$ cat config.mk
export PLATFORM = sky130hd
export DESIGN_NAME = svge_ctrl
export DESIGN_NICKNAME = d
export VERILOG_FILES = /design/src/rtl/core/svge_pkg.sv /design/src/rtl/core/svge_ctrl.sv
export VERILOG_INCLUDE_DIRS = /design/src /design/src/rtl/core
export SDC_FILE = /design/constraint.sdc
export NUM_CORES = 1
export LEC_CHECK = 0
export BUFFER_PORTS_ARGS = -buffer_cell sky130_fd_sc_hd__buf_2
export CAP_MARGIN = 20
export CORE_AREA = 4 4 41 43
export CTS_CLUSTER_SIZE = 10
export DETAILED_ROUTE_END_ITERATION = 8
export DIE_AREA = 0 0 45 47
export HOLD_SLACK_MARGIN = 0.1
export REMOVE_ABC_BUFFERS = 1
export SLEW_MARGIN = 20
export SYNTH_ARGS = -nofsm -noshare
export SYNTH_HDL_FRONTEND = slang
export SYNTH_SLANG_ARGS = --single-unit
$ cat constraint.sdc
create_clock -name clk -period 1.7 [get_ports clk]
set_input_delay 0.34 -clock clk [delete_from_list [all_inputs] [get_ports clk]]
set_output_delay 0.34 -clock clk [all_outputs]
set_load 0.01 [all_outputs]
$ cat src/rtl/core/state_vector_gate_engine_assert.svh
// Assertion macros used by the engine's controller.
`ifndef STATE_VECTOR_GATE_ENGINE_ASSERT_SVH
`define STATE_VECTOR_GATE_ENGINE_ASSERT_SVH

// Same-cycle implication on the rising edge of clk.
`define SVGE_ASSERT_NOW(label, ante, cons) \
  label: assert property (@(posedge clk) disable iff (!rst_n) (ante) |-> (cons)) \
    else $error("svge assertion failed");

// Next-cycle implication on the rising edge of clk.
`define SVGE_ASSERT_NEXT(label, ante, cons) \
  label: assert property (@(posedge clk) disable iff (!rst_n) (ante) |=> (cons)) \
    else $error("svge assertion failed");

`endif

$ cat src/rtl/core/svge_pkg.sv
// Shared constants, types and arithmetic helpers of the state vector gate engine.
package svge_pkg;

  localparam int MAX_QUBITS = 10;
  localparam int AMP_WIDTH  = 18;
  localparam int FRAC_BITS  = 16;
  localparam int FIELD_W    = 18;
  localparam int IDX_W      = MAX_QUBITS;
  localparam int VEC_DEPTH  = 1 << MAX_QUBITS;
  localparam int QN_W       = $clog2(MAX_QUBITS + 1);
  localparam int CMP_W      = (MAX_QUBITS + 1 > 11) ? MAX_QUBITS + 1 : 11;
  localparam int PROD_W     = AMP_WIDTH + 18;
  localparam int SAT_W      = AMP_WIDTH + 20;
  localparam int CFG_RESET  = 10;
  localparam logic signed [17:0] HALF_ROOT = 18'sd46341;

  typedef enum logic [2:0] {
    REQ_X,
    REQ_CNOT,
    REQ_TOFFOLI,
    REQ_HADAMARD,
    REQ_WRITE,
    REQ_READ
  } req_t;

  typedef enum logic [1:0] {
    ST_DONE,
    ST_QUBIT_RANGE,
    ST_BASIS_RANGE
  } status_t;

  typedef enum logic [1:0] {
    KIND_NONE,
    KIND_GATE,
    KIND_WRITE,
    KIND_READ
  } kind_t;

  typedef enum logic [2:0] {
    S_CLEAR,
    S_IDLE,
    S_DECODE,
    S_PAIR_RD,
    S_PAIR_MUL,
    S_WR_I,
    S_WR_J,
    S_READ_WAIT
  } state_t;

  typedef struct packed {
    logic load;
    logic clr_wr;
    logic acc_wr;
    logic acc_rd;
    logic pair_rd;
    logic mul;
    logic wr_i;
    logic wr_j;
    logic pair_step;
    logic finish;
  } cmd_t;

  typedef struct packed {
    kind_t kind;
    logic  skip;
    logic  clr_last;
    logic  pair_last;
  } sts_t;

  function automatic logic signed [AMP_WIDTH-1:0] sat_amp(input logic signed [SAT_W-1:0] v);
    logic signed [SAT_W-1:0] hi;
    logic signed [SAT_W-1:0] lo;
    hi = (SAT_W'(1) <<< (AMP_WIDTH - 1)) - SAT_W'(1);
    lo = -(SAT_W'(1) <<< (AMP_WIDTH - 1));
    if (v > hi) begin
      return hi[AMP_WIDTH-1:0];
    end else if (v < lo) begin
      return lo[AMP_WIDTH-1:0];
    end
    return v[AMP_WIDTH-1:0];
  endfunction

  function automatic logic signed [AMP_WIDTH-1:0] round_sat(input logic signed [PROD_W-1:0] p);
    logic signed [SAT_W-1:0] w;
    w = (SAT_W'(p) + (SAT_W'(1) <<< (FRAC_BITS - 1))) >>> FRAC_BITS;
    return sat_amp(w);
  endfunction

endpackage

$ cat src/rtl/core/svge_ctrl.sv
// Controller state machine of the state vector gate engine.
`include "state_vector_gate_engine_assert.svh"

module svge_ctrl
  import svge_pkg::*;
(
  input  logic clk,
  input  logic rst_n,
  input  logic start,
  output logic busy,
  output logic out_valid,
  output cmd_t cmd,
  input  sts_t sts
);

  state_t state_r, state_nxt;
  logic   out_valid_r, out_valid_nxt;

  always_ff @(posedge clk) begin
    if (!rst_n) begin
      state_r     <= S_CLEAR;
      out_valid_r <= 1'b0;
    end else begin
      state_r     <= state_nxt;
      out_valid_r <= out_valid_nxt;
    end
  end

  always_comb begin
    state_nxt = state_r;
    cmd       = '0;
    case (state_r)
      S_CLEAR: begin
        cmd.clr_wr = 1'b1;
        if (sts.clr_last) begin
          state_nxt = S_IDLE;
        end
      end
      S_IDLE: begin
        if (start) begin
          cmd.load  = 1'b1;
          state_nxt = S_DECODE;
        end
      end
      S_DECODE: begin
        if (sts.skip) begin
          cmd.finish = 1'b1;
          state_nxt  = S_IDLE;
        end else begin
          case (sts.kind)
            KIND_WRITE: begin
              cmd.acc_wr = 1'b1;
              cmd.finish = 1'b1;
              state_nxt  = S_IDLE;
            end
            KIND_READ: begin
              cmd.acc_rd = 1'b1;
              state_nxt  = S_READ_WAIT;
            end
            KIND_GATE: begin
              state_nxt = S_PAIR_RD;
            end
            default: begin
              cmd.finish = 1'b1;
              state_nxt  = S_IDLE;
            end
          endcase
        end
      end
      S_PAIR_RD: begin
        cmd.pair_rd = 1'b1;
        state_nxt   = S_PAIR_MUL;
      end
      S_PAIR_MUL: begin
        cmd.mul   = 1'b1;
        state_nxt = S_WR_I;
      end
      S_WR_I: begin
        cmd.wr_i  = 1'b1;
        state_nxt = S_WR_J;
      end
      S_WR_J: begin
        cmd.wr_j = 1'b1;
        if (sts.pair_last) begin
          cmd.finish = 1'b1;
          state_nxt  = S_IDLE;
        end else begin
          cmd.pair_step = 1'b1;
          state_nxt     = S_PAIR_RD;
        end
      end
      S_READ_WAIT: begin
        cmd.finish = 1'b1;
        state_nxt  = S_IDLE;
      end
      default: begin
        state_nxt = S_IDLE;
      end
    endcase
    out_valid_nxt = cmd.finish;
  end

  assign busy      = (state_r != S_IDLE);
  assign out_valid = out_valid_r;

  `SVGE_ASSERT_NEXT(a_accept_busy, start && !busy, busy)
  `SVGE_ASSERT_NEXT(a_strobe_single, out_valid, !out_valid)
  `SVGE_ASSERT_NOW(a_one_write, 1'b1, $onehot0({cmd.clr_wr, cmd.acc_wr, cmd.wr_i, cmd.wr_j}))
  `SVGE_ASSERT_NEXT(a_wr_i_then_j, cmd.wr_i, cmd.wr_j)

endmodule

[Yosys cells after proc, flatten, opt, wreduce, memory -nomap -nowiden]
Cells that the tools add are included.
Storage, ports and cells
  word-level logic and storage cells: 40
  register bits: 4
  output and inout bits: 12
  bits of input ports: 8
Cells by class
  reductions and logical operators: 3
  eq/ne operators: 13
  multiplexer cells: 22
Operators by type and width (count)
  case mux 3 bit (8 select lines): 1
  == test 3 bit (second input constant): 4
  two-way mux 1 bit: 12
  two-way mux 3 bit: 3
  two-way mux 2 bit: 4
  == test 3 x 2 -> 1 bit (second input constant): 2
  case mux 3 bit (2 select lines): 1
  == test 2 bit (second input constant): 2
  inequality test 2 bit (second input constant): 2
  == test 3 x 1 -> 1 bit (second input constant): 1
  zero test 3 bit: 1
  inequality test 3 x 1 -> 1 bit (second input constant): 1
  case mux 1 bit (3 select lines): 1
  == test 2 x 1 -> 1 bit (second input constant): 1
  AND reduction 2 bit: 1
  OR reduction 2 bit: 1

[Depth between registers and ports, before layout]
  word-level depth: 5
  mapped depth: 5
  gate-level depth less buffers: 3

[Worst setup path after synthesis]
OpenSTA, ideal clock, no wires.
  kind: reg-to-output
  start: register state_r[2]
  end: output port cmd[0] (netlist bit)
  cell stages (with the launch flop): 5
  required time: 1.360 ns
  slack: 0.385 ns
  buffers on the path: 2
  arrival: 0.975 ns
  cells stage by stage: dfxtp_1 buf_4 o31ai_1 and2_2 buf_4
On the way
  longest elaborated chain between the ends: 2
  elaborated cells on any way between the ends: 4
  those cells by class: 3 x eq/ne; 1 x mux
Ends and longest elaborated chain
  from (decl): RTL line svge_ctrl.sv:16  | state_t state_r, state_nxt;
  from (signal assigned): RTL line svge_ctrl.sv:24  | state_r <= state_nxt;
  == test 3 bit or == test 3 x 2 -> 1 bit (tied branches): RTL line svge_ctrl.sv:32  | case (state_r)
  case mux 1 bit (3 select lines) *: RTL line svge_ctrl.sv:32
  to (decl): RTL line svge_ctrl.sv:12  | output cmd_t cmd,
Mark *: on every way between the ends. The rest lies on a longest branch, timed or not.

==> flow_summary.yaml <==
logic_synthesis:
  synth_top_area_share_pct: 26.1
  ys_seq_area_share_pct: 26.1
  synthSimpleGateAreaFrac_pct: 42.4
  synth-compound-area-share_pct: 16.7
  ys_warn_count: 0
  synth_mux_area_share_pct: 0
  synth_area_um2: 307
  yosysMostFrequentCell: "dfxtp_1"
  netlist_instances: 39
  yosys-top-cells-count: "dfxtp_1 (4), buf_4 (3), nand2_1 (3)"
  synthArstFlopShare_pct: 0
  synth_edf_count: 0
  synth_top_family_by_area: "simple AND/OR/NAND/NOR gates"
  yosysTopAreaCell: "dfxtp_1"
  synthTopCellsByArea: "dfxtp_1 (26%), buf_4 (7.3%), nor3b_1 (4.9%)"
  syn_avg_cell_area_um2: 7.86
  synth_flop_cell: "dfxtp_1"
  yosysUniqueCellTypes: 25
  synth_fa_ha_area_share_pct: 0
  synth_xor_xnor_area_share_pct: 0
  ys_ff_latch: 4
layout:
  multi_input_area_um2: 181
  n_antenna_cell: 0
  postLayoutCellArea_um2: 422
  areaGrowthSynthToFinish_pct: 37.6
  fillCellCount: 146
  nets: 68
  layout-drive-gt1-share_pct: 51.7
  final_cells: 73
  final-seq-area_um2: 85.1
placed_design:
  dp_slack_ps: 181
  dp_cells: 70
  dpl.hpwl_um: 586
  placed_cell_area_um2: 394
  gp_congestion: 0.714
  io_buffers: 19
critical_path:
  crit_path_start_kind: "flip-flop"
  slowest_stage: "dfxtp_2"
  cp.required_ps: 1360
  arrival_ps: 1260
  worstSetupPathType: "flip-flop to output pin"
  cp_top_family: "simple AND/OR/NAND/NOR gates"
  max_stage_delay_ps: 420
  crit_path_end_kind: "output pin"
  crit_path_max_fanout: 10
  cp_num_buf_inv: 1
  path_cells: "nor3b_2 > and4bb_2 > buf_2"
global_routing:
  grt_pass1_vias: 318
  grt_max_degree: 14
  antenna_found_initial: 0
  grt.met3_usage_pct: 2.30
  grt_use_met2_pct: 13.8
  busiest_layer: "met2"
  use_met1_pct: 10.3
  grt_use_total_pct: 8.85
  grt-ovfl-total: 0
  grt_pass1_wl_mm: 1.32
die:
  fp.dieH_um: 47
  die_w_um: 45
  num_rows: 13
  fp.dieArea_mm2: 0.00212
  fp.coreArea_mm2: 0.00130
  start_util_pct: 23.6
  boundaryPins: 20
power_and_ir_drop:
  clockPowerShare_pct: 40.3
  p_int_w: 0.000210
  power_frac_comb_pct: 22.0
  ir_drop_mv: 0.209
  power_density_mw_per_mm2: 692
  seqPwrFrac_pct: 37.6
  switchingPower_w: 0.0000822
  p_leak_nw: 0.230
  switching_share_pct: 28.2
routing:
  viasPerCell: 4.77
  drt_wl_total_um: 832
  wire_per_inst_um: 11.4
  ant_nets: 0
  remaining_drc_errors: 0
  drt_iter0_drc: 9
  vias: 348
  dr.pass1.iters: 4
sta:
  slew_headroom_pct: 81.3
  post-route-period-util_pct: 93.9
  setup_ws_ps: 104
  finClkSkew_ps: 1.60
  setup_violations: 0
  drv_slew: 0
  fmax_mhz: 627
  finalHoldViolCount: 0
  rsz0062_at_grt: "no"
  tightest_slew_ps: 278
  finalSetupTns_ps: 0
  finalCriticalPeriod_ps: 1600
clock_tree:
  cts_root_buffer: "clkbuf_4"
  cts_buffers: 3
  clock_latency_ps: 230
  cts_tree: "yes"
  clk_transition_reported_paths_ps: 40
  postCtsHoldBufs: 0
  ctsLongestPathBuffers: 2
  clock-sinks: 4
  htreeDepth: 1
  post_cts.repair.setup_buffers: 0
min_path:
  min_path_type: "input pin to flip-flop"
status:
  status: "finished, final reports clean"
job:
  maxCapViolations: 0
==> through the flow <==
stage                     total power (W)  hold WS, ps  util, %
after floorplan                  0.000144          463        -
after global placement           0.000175          615     30.3
after detailed placement         0.000175          605     30.3
after CTS                        0.000298          356     32.2
after global routing             0.000309          372     32.4
final                            0.000292          364     32.4
==> power groups by stage <==
stage	clock, W	combinational [W]	sequential [W]
global placement	0	0.0000629	0.000112
CTS	0.000122	0.0000652	0.000111
finish	0.000118	0.0000643	0.000110
detailed placement	0	0.0000635	0.000112
floorplan	0	0.0000314	0.000113
global route	0.000126	0.0000715	0.000112
==> kinds of logic (layout without fill, tap and decap cells) <==
kind of cell	Yosys count	in the layout
AO/OA/AOI/OAI	8	8
buffers and inverters	7	26
AND/OR/NAND/NOR	20	20
flip-flops	4	4
==> layout make-up <==
class                   instances  share of cell area [%]
multi-input cells              28                    43.0
repair buffers                 20                    24.3
inverters                       3                    2.67
flip-flops and latches          4                    20.2
well taps                      15                    4.45
clock buffers                   3                    5.34
==> cells in the final DEF (no fill, tap or decap), types with 2 or more instances in the layout <==
master / synthesis / layout
a21oi_1: 2 / 2
and3_1: 2 / 2
buf_2: 0 / 19
clkbuf_4: 0 / 3
dfxtp_1: 4 / 2
inv_1: 2 / 2
nand2_1: 3 / 3
nor2_1: 2 / 2
nor3_1: 2 / 2
nor3b_1: 2 / 2
or3_1: 2 / 2
==> final timing paths <==
| check | start | to | slack (ps) | depth (start not counted) |
|---|---|---|---|---|
| setup / recovery | state_r[1] | cmd[7] | 100 | 3 |
| hold reg to reg | state_r[2] | state_r[2] | 550 | 2 |
| hold / removal | rst_n | state_r[1] | 360 | 3 |
| setup reg to reg | state_r[0] | state_r[0] | 620 | 4 |
==> layer usage <==
metal  vias to the layer above  share of wire (%)
met2                         8                 50
met5                         -                  0
met3                         2                4.3
met1                       160                 44
met4                         0                1.1
li1                        178                  -
==> state kept, by name, indices dropped and copies added, names as in the netlist <==
register and cells:
out_valid 1, state_r 3
==> repair_timing <==
item                                    CTS  global route
cloned                                    0             0
endpoints found under the setup margin    3             1
resized for setup                         2             1
==> worst register-to-register path, stage by stage (launching register included) <==
cell	delay (ps)
dfxtp_1	360
buf_4	190
nor3_1	160
a21oi_1	60
o211a_1	200
Note: power is estimated with default switching activity, not from simulation.
